===== src/nss_pkg.sv =====
// Shared types and constants for the nested section skipper.
package nss_pkg;

	localparam int LENGTH_BITS_DEF = 20;
	localparam int DEPTH_BITS_DEF  = 16;
	localparam int ADDR_BITS       = 3;
	localparam int DATA_BITS       = 32;

	localparam logic [7:0] OPEN_RST  = 8'd123;
	localparam logic [7:0] CLOSE_RST = 8'd125;

	localparam logic [7:0] CH_QUOTE  = 8'h22;
	localparam logic [7:0] CH_BSLASH = 8'h5C;
	localparam logic [7:0] CH_LF     = 8'h0A;
	localparam logic [7:0] CH_CR     = 8'h0D;
	localparam logic [7:0] CH_SLASH  = 8'h2F;
	localparam logic [7:0] CH_STAR   = 8'h2A;

	// Register index is paddr[2]
	localparam logic REG_OPEN  = 1'b0;
	localparam logic REG_CLOSE = 1'b1;

	typedef enum logic [1:0] {
		CM_NONE  = 2'd0,
		CM_LINE  = 2'd1,
		CM_BLOCK = 2'd2,
		CM_RSVD  = 2'd3
	} cmode_t;

	typedef enum logic [1:0] {
		ST_CLOSED = 2'd0,
		ST_START  = 2'd1,
		ST_STRING = 2'd2,
		ST_NOEND  = 2'd3
	} status_t;

	typedef struct packed {
		logic    emit;
		status_t status;
	} res_t;

endpackage


===== src/nss_cfg.sv =====
// APB register file holding the open and close marks.
module nss_cfg (
	input  logic                          clk,
	input  logic                          arst_n,
	input  logic                          psel,
	input  logic                          penable,
	input  logic                          pwrite,
	input  logic [nss_pkg::ADDR_BITS-1:0] paddr,
	input  logic [nss_pkg::DATA_BITS-1:0] pwdata,
	output logic [nss_pkg::DATA_BITS-1:0] prdata,
	output logic                          pready,
	output logic [7:0]                    open_mark,
	output logic [7:0]                    close_mark
);

	logic wr_en;
	logic [7:0] open_q;
	logic [7:0] close_q;

	assign pready = 1'b1;
	assign wr_en  = psel && penable && pwrite && pready;

	always_ff @(posedge clk or negedge arst_n) begin
		if (!arst_n) begin
			open_q  <= nss_pkg::OPEN_RST;
			close_q <= nss_pkg::CLOSE_RST;
		end else if (wr_en) begin
			if (paddr[2] == nss_pkg::REG_OPEN) begin
				open_q <= pwdata[7:0];
			end else begin
				close_q <= pwdata[7:0];
			end
		end
	end

	always_comb begin
		if (paddr[2] == nss_pkg::REG_OPEN) begin
			prdata = {{(nss_pkg::DATA_BITS-8){1'b0}}, open_q};
		end else begin
			prdata = {{(nss_pkg::DATA_BITS-8){1'b0}}, close_q};
		end
	end

	assign open_mark  = open_q;
	assign close_mark = close_q;

endmodule


===== src/nss_core.sv =====
// Section scanner state and per-byte next-state logic.
module nss_core #(
	parameter int LENGTH_BITS = nss_pkg::LENGTH_BITS_DEF,
	parameter int DEPTH_BITS  = nss_pkg::DEPTH_BITS_DEF
) (
	input  logic                   clk,
	input  logic                   arst_n,
	input  logic                   step,
	input  logic [7:0]             txt,
	input  logic                   last,
	input  logic [7:0]             open_mark,
	input  logic [7:0]             close_mark,
	output nss_pkg::res_t          res,
	output logic [LENGTH_BITS-1:0] res_len
);

	logic                   active_q, active_d;
	logic [DEPTH_BITS-1:0]  depth_q, depth_d;
	logic                   in_str_q, in_str_d;
	logic                   esc_q, esc_d;
	nss_pkg::cmode_t        cmode_q, cmode_d;
	logic                   slash_q, slash_d;
	logic                   star_q, star_d;
	logic [LENGTH_BITS-1:0] count_q, count_d;
	logic                   clr;
	logic                   done;

	always_ff @(posedge clk or negedge arst_n) begin
		if (!arst_n) begin
			active_q <= 1'b0;
			depth_q  <= '0;
			in_str_q <= 1'b0;
			esc_q    <= 1'b0;
			cmode_q  <= nss_pkg::CM_NONE;
			slash_q  <= 1'b0;
			star_q   <= 1'b0;
			count_q  <= '0;
		end else if (step) begin
			active_q <= active_d;
			depth_q  <= depth_d;
			in_str_q <= in_str_d;
			esc_q    <= esc_d;
			cmode_q  <= cmode_d;
			slash_q  <= slash_d;
			star_q   <= star_d;
			count_q  <= count_d;
		end
	end

	always_comb begin
		active_d   = active_q;
		depth_d    = depth_q;
		in_str_d   = in_str_q;
		esc_d      = esc_q;
		cmode_d    = cmode_q;
		slash_d    = slash_q;
		star_d     = star_q;
		count_d    = count_q;
		res.emit   = 1'b0;
		res.status = nss_pkg::ST_CLOSED;
		res_len    = '0;
		clr        = 1'b0;
		done       = 1'b0;

		if (!active_q) begin
			if (txt != open_mark) begin
				res.emit   = 1'b1;
				res.status = nss_pkg::ST_START;
				clr        = 1'b1;
			end else begin
				active_d = 1'b1;
				depth_d  = DEPTH_BITS'(1);
				in_str_d = 1'b0;
				esc_d    = 1'b0;
				cmode_d  = nss_pkg::CM_NONE;
				slash_d  = 1'b0;
				star_d   = 1'b0;
				count_d  = LENGTH_BITS'(1);
				if (last) begin
					res.emit   = 1'b1;
					res.status = nss_pkg::ST_NOEND;
					clr        = 1'b1;
				end
			end
		end else begin
			if (count_q != '1) begin
				count_d = count_q + LENGTH_BITS'(1);
			end

			if (cmode_q == nss_pkg::CM_LINE) begin
				if (txt == nss_pkg::CH_LF || txt == nss_pkg::CH_CR) begin
					cmode_d = nss_pkg::CM_NONE;
				end
			end else if (cmode_q == nss_pkg::CM_BLOCK) begin
				// a star swallows the following byte; only a slash ends the comment
				if (star_q) begin
					star_d = 1'b0;
					if (txt == nss_pkg::CH_SLASH) begin
						cmode_d = nss_pkg::CM_NONE;
					end
				end else if (txt == nss_pkg::CH_STAR) begin
					star_d = 1'b1;
				end
			end else if (slash_q && txt == nss_pkg::CH_SLASH) begin
				slash_d = 1'b0;
				cmode_d = nss_pkg::CM_LINE;
			end else if (slash_q && txt == nss_pkg::CH_STAR) begin
				slash_d = 1'b0;
				cmode_d = nss_pkg::CM_BLOCK;
			end else begin
				slash_d = 1'b0;
				esc_d   = 1'b0;
				if (txt == nss_pkg::CH_QUOTE) begin
					if (!esc_q) begin
						in_str_d = !in_str_q;
					end
				end else if (in_str_q) begin
					if (!esc_q) begin
						if (txt == nss_pkg::CH_LF || txt == nss_pkg::CH_CR) begin
							res.emit   = 1'b1;
							res.status = nss_pkg::ST_STRING;
							clr        = 1'b1;
							done       = 1'b1;
						end else if (txt == nss_pkg::CH_BSLASH) begin
							esc_d = 1'b1;
						end
					end
				end else if (txt == nss_pkg::CH_SLASH) begin
					slash_d = 1'b1;
				end else if (txt == open_mark) begin
					if (depth_q != '1) begin
						depth_d = depth_q + DEPTH_BITS'(1);
					end
				end else if (txt == close_mark) begin
					if (depth_q != '0) begin
						depth_d = depth_q - DEPTH_BITS'(1);
					end
					if (depth_d == '0) begin
						res.emit   = 1'b1;
						res.status = nss_pkg::ST_CLOSED;
						res_len    = count_d;
						clr        = 1'b1;
						done       = 1'b1;
					end
				end
			end

			if (!done && last) begin
				res.emit = 1'b1;
				if (in_str_d) begin
					res.status = nss_pkg::ST_STRING;
				end else begin
					res.status = nss_pkg::ST_NOEND;
				end
				clr = 1'b1;
			end
		end

		// drop all section state once a result goes out
		if (clr) begin
			active_d = 1'b0;
			depth_d  = '0;
			in_str_d = 1'b0;
			esc_d    = 1'b0;
			cmode_d  = nss_pkg::CM_NONE;
			slash_d  = 1'b0;
			star_d   = 1'b0;
			count_d  = '0;
		end
	end

	a_idle_clean: assert property (@(posedge clk) disable iff (!arst_n)
		!active_q |-> (depth_q == '0 && count_q == '0 && !in_str_q))
		else $error("idle scanner holds section state");

	a_emit_idle: assert property (@(posedge clk) disable iff (!arst_n)
		(step && res.emit) |=> !active_q)
		else $error("scanner stays active after a result");

	a_comment_no_str: assert property (@(posedge clk) disable iff (!arst_n)
		cmode_q != nss_pkg::CM_NONE |-> !in_str_q)
		else $error("comment and string open together");

	a_active_count: assert property (@(posedge clk) disable iff (!arst_n)
		active_q |-> (count_q != '0 && depth_q != '0))
		else $error("active section with zero count or depth");

endmodule


===== src/nested_section_skipper.sv =====
// Top level: input stage, section scanner and registered result with APB marks.
// A byte from s_* waits in the input stage; its result is registered onto m_*.
// Throughput: one byte per cycle unless a result waits on m_tready; the scanner
// steps once per byte; a held result stalls input only when the input stage is full.
// Reset: arst_n clears the scanner to await a section start, empties both stages
// and restores open mark 123 and close mark 125.
module nested_section_skipper #(
	parameter int LENGTH_BITS = nss_pkg::LENGTH_BITS_DEF,
	parameter int DEPTH_BITS  = nss_pkg::DEPTH_BITS_DEF
) (
	input  logic                                 clk,
	input  logic                                 arst_n,
	input  logic                                 s_tvalid,
	output logic                                 s_tready,
	input  logic [7:0]                           s_tdata,  // [7:0] text_byte
	input  logic                                 s_tlast,  // last_byte
	output logic                                 m_tvalid,
	input  logic                                 m_tready,
	output logic [((LENGTH_BITS+7)/8)*8-1:0]     m_tdata,  // [LENGTH_BITS-1:0] length
	output logic [1:0]                           m_tuser,  // [1:0] status
	input  logic                                 psel,
	input  logic                                 penable,
	input  logic                                 pwrite,
	input  logic [nss_pkg::ADDR_BITS-1:0]        paddr,
	input  logic [nss_pkg::DATA_BITS-1:0]        pwdata,
	output logic [nss_pkg::DATA_BITS-1:0]        prdata,
	output logic                                 pready
);

	localparam int TDATA_BITS = ((LENGTH_BITS + 7) / 8) * 8;

	logic                   v_s1;
	logic [7:0]             txt_s1;
	logic                   last_s1;
	logic                   out_v_q;
	nss_pkg::status_t       status_q;
	logic [LENGTH_BITS-1:0] len_q;
	logic                   advance;
	logic                   step;
	logic                   in_xfer;
	logic [7:0]             open_mark;
	logic [7:0]             close_mark;
	nss_pkg::res_t          res;
	logic [LENGTH_BITS-1:0] res_len;

	nss_cfg u_cfg (
		.clk        (clk),
		.arst_n     (arst_n),
		.psel       (psel),
		.penable    (penable),
		.pwrite     (pwrite),
		.paddr      (paddr),
		.pwdata     (pwdata),
		.prdata     (prdata),
		.pready     (pready),
		.open_mark  (open_mark),
		.close_mark (close_mark)
	);

	nss_core #(
		.LENGTH_BITS (LENGTH_BITS),
		.DEPTH_BITS  (DEPTH_BITS)
	) u_core (
		.clk        (clk),
		.arst_n     (arst_n),
		.step       (step),
		.txt        (txt_s1),
		.last       (last_s1),
		.open_mark  (open_mark),
		.close_mark (close_mark),
		.res        (res),
		.res_len    (res_len)
	);

	// the scanned byte may move on whenever the result slot is free or draining
	assign advance  = !out_v_q || m_tready;
	assign step     = v_s1 && advance;
	assign s_tready = !v_s1 || advance;
	assign in_xfer  = s_tvalid && s_tready;

	always_ff @(posedge clk or negedge arst_n) begin
		if (!arst_n) begin
			v_s1 <= 1'b0;
		end else if (in_xfer) begin
			v_s1 <= 1'b1;
		end else if (advance) begin
			v_s1 <= 1'b0;
		end
	end

	always_ff @(posedge clk) begin
		if (in_xfer) begin
			txt_s1  <= s_tdata;
			last_s1 <= s_tlast;
		end
	end

	always_ff @(posedge clk or negedge arst_n) begin
		if (!arst_n) begin
			out_v_q <= 1'b0;
		end else if (step) begin
			out_v_q <= res.emit;
		end else if (m_tready) begin
			out_v_q <= 1'b0;
		end
	end

	always_ff @(posedge clk) begin
		if (step && res.emit) begin
			status_q <= res.status;
			len_q    <= res_len;
		end
	end

	assign m_tvalid = out_v_q;
	assign m_tuser  = status_q;
	assign m_tdata  = TDATA_BITS'(len_q);

endmodule


===== config.mk =====
export PLATFORM = sky130hd
export DESIGN_NAME = nested_section_skipper
export DESIGN_NICKNAME = d
export VERILOG_FILES = /design/src/nss_pkg.sv /design/src/nss_cfg.sv /design/src/nss_core.sv /design/src/nested_section_skipper.sv
export SDC_FILE = /design/constraint.sdc
export NUM_CORES = 1
export LEC_CHECK = 0
export BUFFER_PORTS_ARGS = -buffer_cell sky130_fd_sc_hd__buf_2
export CAP_MARGIN = 15
export CORE_MARGIN = 2
export CORE_UTILIZATION = 38
export DETAILED_ROUTE_END_ITERATION = 8
export SLEW_MARGIN = 20
export SYNTH_ARGS = -nofsm -noshare
export SYNTH_HDL_FRONTEND = slang
export SYNTH_HIERARCHICAL = 1
export SYNTH_SLANG_ARGS = --single-unit

===== constraint.sdc =====
create_clock -name clk -period 3.8 [get_ports clk]
set_clock_uncertainty 0.05 [all_clocks]
set_input_delay 0.19 -clock clk [delete_from_list [all_inputs] [get_ports clk]]
set_output_delay 0.19 -clock clk [all_outputs]
set_load 0.01 [all_outputs]

==> flow_metrics.env, run 1 <==
export IMPL_outcome="completed"
export IMPL_num_nets_final=771
export IMPL_p_int_uw=1870
export IMPL_ys_top_cells_by_area="dfrtp_1 (20%), edfxtp_1 (15%), dfstp_2 (5.1%)"
export IMPL_clk_pin_slew_worst_paths_ns=0.07
export IMPL_cp_max_fo=22
export IMPL_final_cell_area_sq_mm=0.00698
export IMPL_fin_tns_setup_ns=0
export IMPL_placed_area_sq_mm=0.00656
export IMPL_vdd_drop_max_v=0.000245
export IMPL_final_max_slew_violation_count=0
export IMPL_globalplace_congestion=0.934
export IMPL_vias=5313
export IMPL_synth_async_reset_ratio_pct=66.3
export IMPL_power_frac_comb_pct=19.4
export IMPL_drtAntennaViolNets=0
export IMPL_maxCapViolCount=0
export IMPL_dpl_hpwl_microns=11600
export IMPL_grt_pass1_wl_microns=26100
export IMPL_drtPass1Iterations=5
export IMPL_ys_warn_count=6
export IMPL_first_iter_violations=472
export IMPL_timing_fmax_mhz=301
export IMPL_clockPowerShare_pct=35.7
export IMPL_h_tree_depth=3
export IMPL_n_antenna_cell=0
export IMPL_yosys_area_top_type="dfrtp_1"
export IMPL_p_sw_uw=780
export IMPL_worstPathArrival_ns=3.34
export IMPL_drc=0
export IMPL_setup_violations=0
export IMPL_layout_cells_most_common="nor2_1"
export IMPL_netlist_area_leader_share_pct=19.9
export IMPL_worstSkewPairLatency_ns=0.36
export IMPL_p_sw_share_pct=29.5
export IMPL_drive_gt1_share_pct=22.1
export IMPL_path_class="flip-flop to flip-flop"
export IMPL_synth_seq_area_share_pct=40.1
export IMPL_synth_area_sq_mm=0.00617
export IMPL_cts_buffers=9
export IMPL_pwr_share_seq_pct=44.8
export IMPL_layout_common_cells="nor2_1 (62), buf_2 (56), dfrtp_1 (49)"
export IMPL_rows=46
export IMPL_ys_types=75
export IMPL_rsz0062_at_grt="false"
export IMPL_ios=112
export IMPL_required_ns=3.82
export IMPL_p_per_area_mw_per_mm2=380
export IMPL_synth_flop_cell="dfrtp_1"
export IMPL_syn_area_per_cell_sq_um=9.34
export IMPL_cts_root_buffer="clkbuf_16"
export IMPL_cp_end_kind="flip-flop"
export IMPL_grt_usage_pct=18.7
export IMPL_drt_total_wl_microns=16200
export IMPL_avgViaCountPerCell=5.68
export IMPL_die_y_microns=131
export IMPL_postCtsSetupRepairBufs=0
export IMPL_area_growth_pct=13.1
export IMPL_fin_crit_sh_pct=87.5
export IMPL_cts_max_path_buffers=2
export IMPL_leakagePower_uw=0.00270
export IMPL_hold_class="primary input to flip-flop"
export IMPL_grt_overflow=0
export IMPL_hold_viol_final=0
export IMPL_syn_inst=661
export IMPL_start_util_pct=38.9
export IMPL_synth_edff_count=31
export IMPL_numPortBuffers=56
export IMPL_grt_antenna_before_repair=0
export IMPL_wl_per_cell_microns=17.3
export IMPL_period_minus_slack_ns=3.32
export IMPL_grt_max_degree=35
export IMPL_tritoncts="done"
export IMPL_die_w_microns=131
export IMPL_ys_ff_latch=92
export IMPL_core_area_sq_mm=0.0159
export IMPL_grt_pass1_vias=5048
export IMPL_slew_headroom_pct=50.4
export IMPL_fillCellCount=1559
export IMPL_dieArea_sq_mm=0.0173
export IMPL_clock_sinks=92
export IMPL_tightest_slew_ns=0.723
export IMPL_cp_start_kind="flip-flop"
==> Yosys cell counts (3+ instances only) <==
library cell,count
nor2_1,62
dfrtp_1,49
nand2_1,36
nand3_1,32
edfxtp_1,31
inv_1,30
buf_4,29
clkbuf_1,28
mux2_2,27
xnor2_1,27
o21ai_0,22
nor3_1,20
nand4_1,18
a21oi_1,17
a31oi_1,15
and3_1,15
o22ai_1,13
dfstp_2,12
nand2b_1,11
o2bb2ai_1,9
or3_1,9
a211oi_1,8
a41oi_1,8
mux2i_1,8
o31ai_1,7
and2_1,6
ha_1,6
nor4_1,6
o31ai_2,6
or4_1,6
and4_1,5
a2111oi_0,4
a21o_1,4
a31o_2,4
buf_2,4
buf_6,4
o21ai_1,4
buf_1,3
conb_1,3
nand3b_1,3
nor2b_1,3
o211ai_1,3
or2_2,3
==> repair_timing <==
item	4_1_cts	5_1_grt
hold buffers	11	0
resized for setup	0	0
endpoints found under the hold margin	37	0
==> per-layer routing <==
layer | vias to the layer above | global-route usage (%) | routed length [microns]
met2 | 202 | 31.1 | 7720
li1 | 2493 | - | -
met3 | 41 | 3.70 | 832
met1 | 2577 | 23.7 | 7090
met5 | - | 0 | 0
met4 | 0 | 7.97 | 547
==> through the flow <==
stage / hold WS, ns / util [%] / setup slack (ns) / std cells / total power, uW
floorplan: -0.156 / - / 0.368 / 687 / 1560
global placement: 0.226 / 41.3 / 0.535 / 908 / 1700
detailed placement: 0.231 / 41.3 / 0.503 / 908 / 1710
CTS: 0.0223 / 44.0 / 0.506 / 935 / 2670
global route: 0.0333 / 44.0 / 0.192 / 935 / 2780
finish: 0.0287 / 44.0 / 0.476 / 935 / 2650
==> final cells by class <==
class                           instances  area [sq um]  area share, %
Clock inverter                          7          82.6           1.18
Multi-Input combinational cell        496          3280           47.0
Sequential cell                        92          2470           35.4
Clock buffer                            9           225           3.23
Inverter                               31           116           1.67
Timing Repair Buffer                   84           531           7.60
Tap cell                              216           270           3.87
==> worst paths after layout <==
| path | from | end | slack [ns] | cells after the start |
|---|---|---|---|---|
| worst max register to register | u_core/depth_q[1] | len_q[12] | 0.48 | 11 |
| worst max-delay path | u_core/depth_q[1] | len_q[12] | 0.48 | 11 |
| worst min-delay path | pwdata[7] | u_cfg/close_mark[7] | 0.03 | 2 |
| max in group asynchronous | arst_n | u_cfg/close_mark[0] | 2.35 | 3 |
| worst min register to register | u_core/cmode_q[0] | u_core/cmode_q[0] | 0.49 | 1 |
| min in group asynchronous | arst_n | u_core/count_q[4] | 0.37 | 2 |
==> cells by family after synthesis <==
| logic type | after synthesis | synth area share, % |
|---|---|---|
| other | 3 | 0.182 |
| flip-flops | 92 | 40.1 |
| buffers and inverters | 99 | 8.35 |
| AO/OA/AOI/OAI | 145 | 17.0 |
| XOR/XNOR | 27 | 3.83 |
| adder cells (fa/ha/maj) | 6 | 1.22 |
| AND/OR/NAND/NOR | 254 | 23.1 |
| multiplexers | 35 | 6.22 |
==> critical path, cell delays in order, from the launching register on <==
cell	delay (ns)
dfrtp_1	0.43
inv_1	0.14
ha_1	0.28
or3b_2	0.55
nor4_1	0.44
or3_1	0.19
and4_4	0.23
nand4_4	0.16
nand3_4	0.13
nand2_1	0.09
nor2b_2	0.16
buf_12	0.18
==> power groups by stage <==
| stage | clock network, uW | registers, uW | logic (uW) |
|---|---|---|---|
| floorplan | 0 | 1190 | 365 |
| global placement | 0 | 1200 | 498 |
| detailed placement | 0 | 1210 | 503 |
| CTS | 969 | 1190 | 515 |
| global route | 1010 | 1200 | 566 |
| finish | 947 | 1190 | 515 |
==> flip-flops by register name, summed over array words and instances (netlist names), 2 cells and up <==
signal,flops
u_core/cmode_q,2
u_cfg/open_mark,8
txt_s1,8
u_cfg/close_mark,8
len_q,20
u_core/count_q,20
m_tuser,2
u_core/depth_q,16
Note: power is estimated with default switching activity, not from simulation.
==> inputs of run 2 (changes only) <==
--- a/config.mk
+++ b/config.mk
@@ -7,9 +7,12 @@
 export LEC_CHECK = 0
 export BUFFER_PORTS_ARGS = -buffer_cell sky130_fd_sc_hd__buf_2
 export CAP_MARGIN = 15
+export CELL_PAD_IN_SITES_DETAIL_PLACEMENT = 0
+export CELL_PAD_IN_SITES_GLOBAL_PLACEMENT = 2
 export CORE_MARGIN = 2
-export CORE_UTILIZATION = 38
+export CORE_UTILIZATION = 31
 export DETAILED_ROUTE_END_ITERATION = 8
+export PLACE_DENSITY_LB_ADDON = 0.1
 export SLEW_MARGIN = 20
 export SYNTH_ARGS = -nofsm -noshare
 export SYNTH_HDL_FRONTEND = slang
==> run 2 against run 1 <==
Against the previous run: first-iteration DRC count decreased by 27%; cell area increased by 1.8%; sequential power about the same; critical path type unchanged; largest cell class unchanged.
==> flow_metrics.env, run 2 (synthesis gave the netlist of run 1 again) <==
export IMPL_cp_cell_sequence="inv_1 -> ha_1 -> or3b_2 -> nor4_1 -> or3_1 -> and4_4 -> nand4_4 -> nand3_4 -> nand2_1 -> nor2b_2 -> buf_12"
export IMPL_fin_crit_sh_pct=90.5
export IMPL_period_minus_slack_ns=3.44
export IMPL_tritoncts="done"
export IMPL_globalplace_congestion=0.913
export IMPL_vias=5225
export IMPL_layout_cells_most_common="nor2_1"
export IMPL_fillCellCount=2017
export IMPL_cts_root_buffer="clkbuf_16"
export IMPL_layout_common_cells="nor2_1 (62), buf_2 (55), dfrtp_1 (49)"
export IMPL_numPortBuffers=56
export IMPL_die_w_microns=145
export IMPL_grt_antenna_before_repair=0
export IMPL_fin_tns_setup_ns=0
export IMPL_use_met2_pct=29.3
export IMPL_worstSkewPairLatency_ns=0.36
export IMPL_required_ns=3.81
export IMPL_busiest_layer="met2"
export IMPL_r2r_end="len_q[1]"
export IMPL_cts_max_path_buffers=2
export IMPL_largest_registers="len_q x20, u_core/count_q x20, u_core/depth_q x16"
export IMPL_holdWs_ns=0.0274
export IMPL_grt_usage_pct=17.3
export IMPL_cts_buffers=9
export IMPL_cp_max_fo=22
export IMPL_dpl_hpwl_microns=13000
export IMPL_multi_input_area_sq_mm=0.00328
export IMPL_reg2reg_slack_ns=0.36
export IMPL_path_class="flip-flop to flip-flop"
export IMPL_cp_start_kind="flip-flop"
export IMPL_n_antenna_cell=0
export IMPL_wl_per_cell_microns=18.3
export IMPL_tightest_slew_ns=0.836
export IMPL_drtPass1Iterations=6
export IMPL_worstPathArrival_ns=3.45
export IMPL_slew_headroom_pct=42.7
export IMPL_start_util_pct=31.6
export IMPL_critPathBufInv=2
export IMPL_rows=51
export IMPL_grt_max_degree=39
export IMPL_finalNonFillerCells=991
export IMPL_dieArea_sq_mm=0.0211
export IMPL_maxCapViolCount=0
export IMPL_area_growth_pct=15.2
export IMPL_worst_path_stages=11
export IMPL_timing_fmax_mhz=291
export IMPL_drive_gt1_share_pct=22.7
export IMPL_h_tree_depth=3
export IMPL_cp_slowest_stage_delay_ns=0.53
export IMPL_cp_end_kind="flip-flop"
export IMPL_cp_top_family="simple AND/OR/NAND/NOR gates"
export IMPL_crit_path_end="len_q[1]"
export IMPL_postCtsSetupRepairBufs=0
export IMPL_grt_pass1_wl_microns=28700
export IMPL_grt_pass1_vias=5144
export IMPL_first_iter_violations=345
export IMPL_outcome="completed"
export IMPL_register_area_sq_mm=0.00247
export IMPL_core_area_sq_mm=0.0195
export IMPL_hold_class="primary input to flip-flop"
export IMPL_vdd_drop_max_v=0.000196
export IMPL_die_y_microns=145
export IMPL_hold_viol_final=0
export IMPL_grt_overflow=0
export IMPL_timing_rr_start="u_core/depth_q[0]"
export IMPL_rsz0062_at_grt="false"
export IMPL_critPathLaunch="u_core/depth_q[0]"
export IMPL_avgViaCountPerCell=5.27
export IMPL_num_nets_final=778
export IMPL_drtAntennaViolNets=0
export IMPL_grt_use_met1_pct=22.5
export IMPL_worstRegToRegCells=11
export IMPL_final_max_slew_violation_count=0
export IMPL_leakagePower_uw=0.00273
export IMPL_setup_violations=0
export IMPL_drc=0
export IMPL_ios=112
export IMPL_crit_slowest_cell="or3b_2"
export IMPL_p_per_area_mw_per_mm2=375
export IMPL_grt_util_met3_pct=3.05
export IMPL_drt_total_wl_microns=18100
export IMPL_clock_sinks=92
export IMPL_clk_pin_slew_worst_paths_ns=0.07
export IMPL_dp_cells=964
-- run 2: cell count changes in the layout (fill, tap and decap cells not counted) --
| cell | delta |
|---|---|
| clkinv_2 | -2 |
| inv_6 | -3 |
| buf_12 | +1 |
| clkinv_4 | +1 |
| clkbuf_1 | +1 |
| buf_2 | -1 |
| buf_4 | +7 |
| clkinvlp_4 | +3 |
-- run 2: worst min-delay path by stage --
stage	startpoint	end	slack [ns]	cells after the start
global route	pwdata[3]	u_cfg/close_mark[3]	0.01	2
CTS	pwdata[3]	u_cfg/open_mark[3]	0.01	2
detailed placement	s_tdata[3]	txt_s1[3]	0.32	1
floorplan	arst_n	m_tvalid	-0.16	0
global placement	s_tdata[0]	txt_s1[0]	0.32	1
finish	pwdata[3]	u_cfg/close_mark[3]	0.03	2
-- run 2: report_power, final --
group          switching [uW]  internal, uW
Clock                     437           518
Combinational             292           232
Sequential               66.2          1120
-- run 2: stage by stage --
stage	worst slack (ns)	power, uW	util [%]	area (sq um)
CTS	0.358	2700	36.4	7110
floorplan	0.368	1560	-	6270
global route	0.172	2810	36.4	7110
finish	0.363	2670	36.4	7110
global placement	0.456	1720	34.3	6690
detailed placement	0.392	1730	34.3	6690
-- run 2: per-layer routing --
metal / up-vias / part of all wire [%]
li1: 2515 / -
met1: 2559 / 46
met2: 129 / 49
met3: 22 / 3.9
met4: 0 / 1.4
met5: - / 0
-- run 2: area by class of cell --
cell class | count | area share [%]
tap | 265 | 4.66
inverter | 31 | 1.64
clock buffer | 10 | 3.22
clock inverter | 6 | 1.09
timing repair buffer | 91 | 8.41
multi-input combinational | 496 | 46.2
sequential | 92 | 34.8
-- run 2: what timing repair did --
action	in CTS	in global routing
endpoints found under the setup margin	0	0
resized for setup	0	0
endpoints found under the hold margin	29	0
hold buffers	11	0
==> inputs of run 3 (changes only) <==
--- a/config.mk
+++ b/config.mk
@@ -12,7 +12,7 @@
 export CORE_MARGIN = 2
 export CORE_UTILIZATION = 31
 export DETAILED_ROUTE_END_ITERATION = 8
-export PLACE_DENSITY_LB_ADDON = 0.1
+export PLACE_DENSITY_LB_ADDON = 0.15
 export SLEW_MARGIN = 20
 export SYNTH_ARGS = -nofsm -noshare
 export SYNTH_HDL_FRONTEND = slang
==> run 3 against run 2 <==
Against the previous run: cell area is 0.23% lower; count of clock-buffer cells in the layout decreased by 1; register-to-register slack gained 0.03 ns; sequential power is essentially flat; worst hold slack improved by 0.011 ns; via count shrank 0.77%; non-clock buffer count down 1; die area unchanged; critical endpoint is now len_q[0]; highest routed layer unchanged.
==> flow_metrics.env, run 3 (synthesis gave the netlist of run 1 again) <==
export IMPL_outcome="completed"
export IMPL_globalplace_congestion=0.906
export IMPL_clockPowerShare_pct=34.1
export IMPL_start_util_pct=31.6
export IMPL_cts_buffers=9
export IMPL_path_class="flip-flop to flip-flop"
export IMPL_grt_pass1_wl_microns=28900
export IMPL_grt_antenna_before_repair=0
export IMPL_wl_per_cell_microns=17.8
export IMPL_drt_total_wl_microns=17600
export IMPL_ios=112
export IMPL_hold_class="primary input to flip-flop"
export IMPL_postCtsSetupRepairBufs=0
export IMPL_p_sw_uw=782
export IMPL_pwr_share_seq_pct=45.9
export IMPL_hold_viol_final=0
export IMPL_grt_use_met1_pct=22.4
export IMPL_rsz0062_at_grt="false"
export IMPL_dpl_hpwl_microns=12700
export IMPL_clk_pin_slew_worst_paths_ns=0.07
export IMPL_grt_overflow=0
export IMPL_vias=5185
export IMPL_p_per_area_mw_per_mm2=364
export IMPL_num_nets_final=777
export IMPL_grt_usage_pct=17.0
export IMPL_period_minus_slack_ns=3.40
export IMPL_p_sw_share_pct=30.3
export IMPL_use_met2_pct=28.8
export IMPL_largest_registers="len_q x20, u_core/count_q x20, u_core/depth_q x16"
export IMPL_final_max_slew_violation_count=0
export IMPL_timing_fmax_mhz=294
export IMPL_drtPass1Iterations=5
export IMPL_leakagePower_uw=0.00273
export IMPL_drc=0
export IMPL_core_area_sq_mm=0.0195
export IMPL_tightest_slew_ns=0.917
export IMPL_layout_cells_most_common="nor2_1"
export IMPL_required_ns=3.80
export IMPL_h_tree_depth=3
export IMPL_busiest_layer="met2"
export IMPL_cp_end_kind="flip-flop"
export IMPL_die_w_microns=145
export IMPL_grt_max_degree=36
export IMPL_rows=51
export IMPL_avgViaCountPerCell=5.24
export IMPL_cts_root_buffer="clkbuf_16"
export IMPL_setup_violations=0
export IMPL_cts_hold_fix_buffers=11
export IMPL_worstPathArrival_ns=3.40
export IMPL_drive_gt1_share_pct=22.6
export IMPL_cts_resized=0
export IMPL_drtAntennaViolNets=0
export IMPL_die_y_microns=145
export IMPL_dieArea_sq_mm=0.0211
export IMPL_vdd_drop_max_v=0.000211
export IMPL_slew_headroom_pct=38.8
export IMPL_cp_max_fo=22
export IMPL_post_route_util_pct=36.3
export IMPL_maxCapViolCount=0
export IMPL_cts_max_path_buffers=2
export IMPL_cp_start_kind="flip-flop"
export IMPL_numPortBuffers=56
export IMPL_grt_pass1_vias=5225
export IMPL_reg2reg_slack_ns=0.40
export IMPL_fin_tns_setup_ns=0
export IMPL_first_iter_violations=349
export IMPL_grt_util_met3_pct=2.83
export IMPL_fin_crit_sh_pct=89.6
export IMPL_worstSkewPairLatency_ns=0.35
export IMPL_clock_sinks=92
export IMPL_p_int_uw=1800
export IMPL_tritoncts="done"
export IMPL_n_antenna_cell=0
export IMPL_area_growth_pct=14.9
export IMPL_layout_common_cells="nor2_1 (62), buf_2 (56), dfrtp_1 (49)"
export IMPL_power_frac_comb_pct=20.0
==> run 3: area by class of cell <==
class	instances	area, sq um
fillers	2065	12400
multi-input cells	496	3280
flip-flops and latches	92	2470
repair buffers	90	601
well taps	265	332
clock buffers	9	225
inverters	31	116
clock inverters	7	62.6
==> run 3: final timing paths <==
| kind | from | to | cells past startpoint |
|---|---|---|---|
| max | u_core/depth_q[1] | len_q[0] | 11 |
| min | pwdata[6] | u_cfg/open_mark[6] | 2 |
| max reg2reg | u_core/depth_q[1] | len_q[0] | 11 |
| min reg2reg | u_core/cmode_q[0] | u_core/cmode_q[0] | 1 |
| max in group asynchronous | arst_n | u_cfg/close_mark[5] | 3 |
| min in group asynchronous | arst_n | u_core/count_q[13] | 2 |
==> run 3: per-stage QoR <==
| step | area (sq um) | hold slack [ns] | std cells | total power, uW | worst slack [ns] |
|---|---|---|---|---|---|
| CTS | 7090 | 0.0240 | 990 | 2620 | 0.421 |
| finish | 7090 | 0.0386 | 990 | 2580 | 0.395 |
| detailed placement | 6700 | 0.318 | 963 | 1720 | 0.461 |
| global route | 7090 | 0.0275 | 990 | 2720 | 0.161 |
| floorplan | 6270 | -0.156 | 687 | 1560 | 0.368 |
| global placement | 6700 | 0.318 | 963 | 1720 | 0.440 |
==> run 3: critical path: stages (launching register included) <==
cell and delay, ns:
dfrtp_1 0.45, inv_1 0.16, ha_1 0.29, or3b_2 0.54, nor4_1 0.47, or3_1 0.20, and4_4 0.24, nand4_4 0.16
nand3_4 0.11, nand2_1 0.08, nor2b_2 0.16, buf_12 0.19
==> run 3: layer usage <==
metal / vias to the layer above / share of wire [%]
li1: 2516 / -
met1: 2515 / 46
met2: 134 / 48
met3: 20 / 3.9
met4: 0 / 1.7
met5: - / 0
==> run 3: power by group through the flow <==
stage / clock, uW / sequential, uW / combinational [uW]
floorplan: 0 / 1190 / 365
global placement: 0 / 1210 / 510
detailed placement: 0 / 1210 / 512
CTS: 909 / 1190 / 522
global route: 948 / 1200 / 571
finish: 881 / 1190 / 517
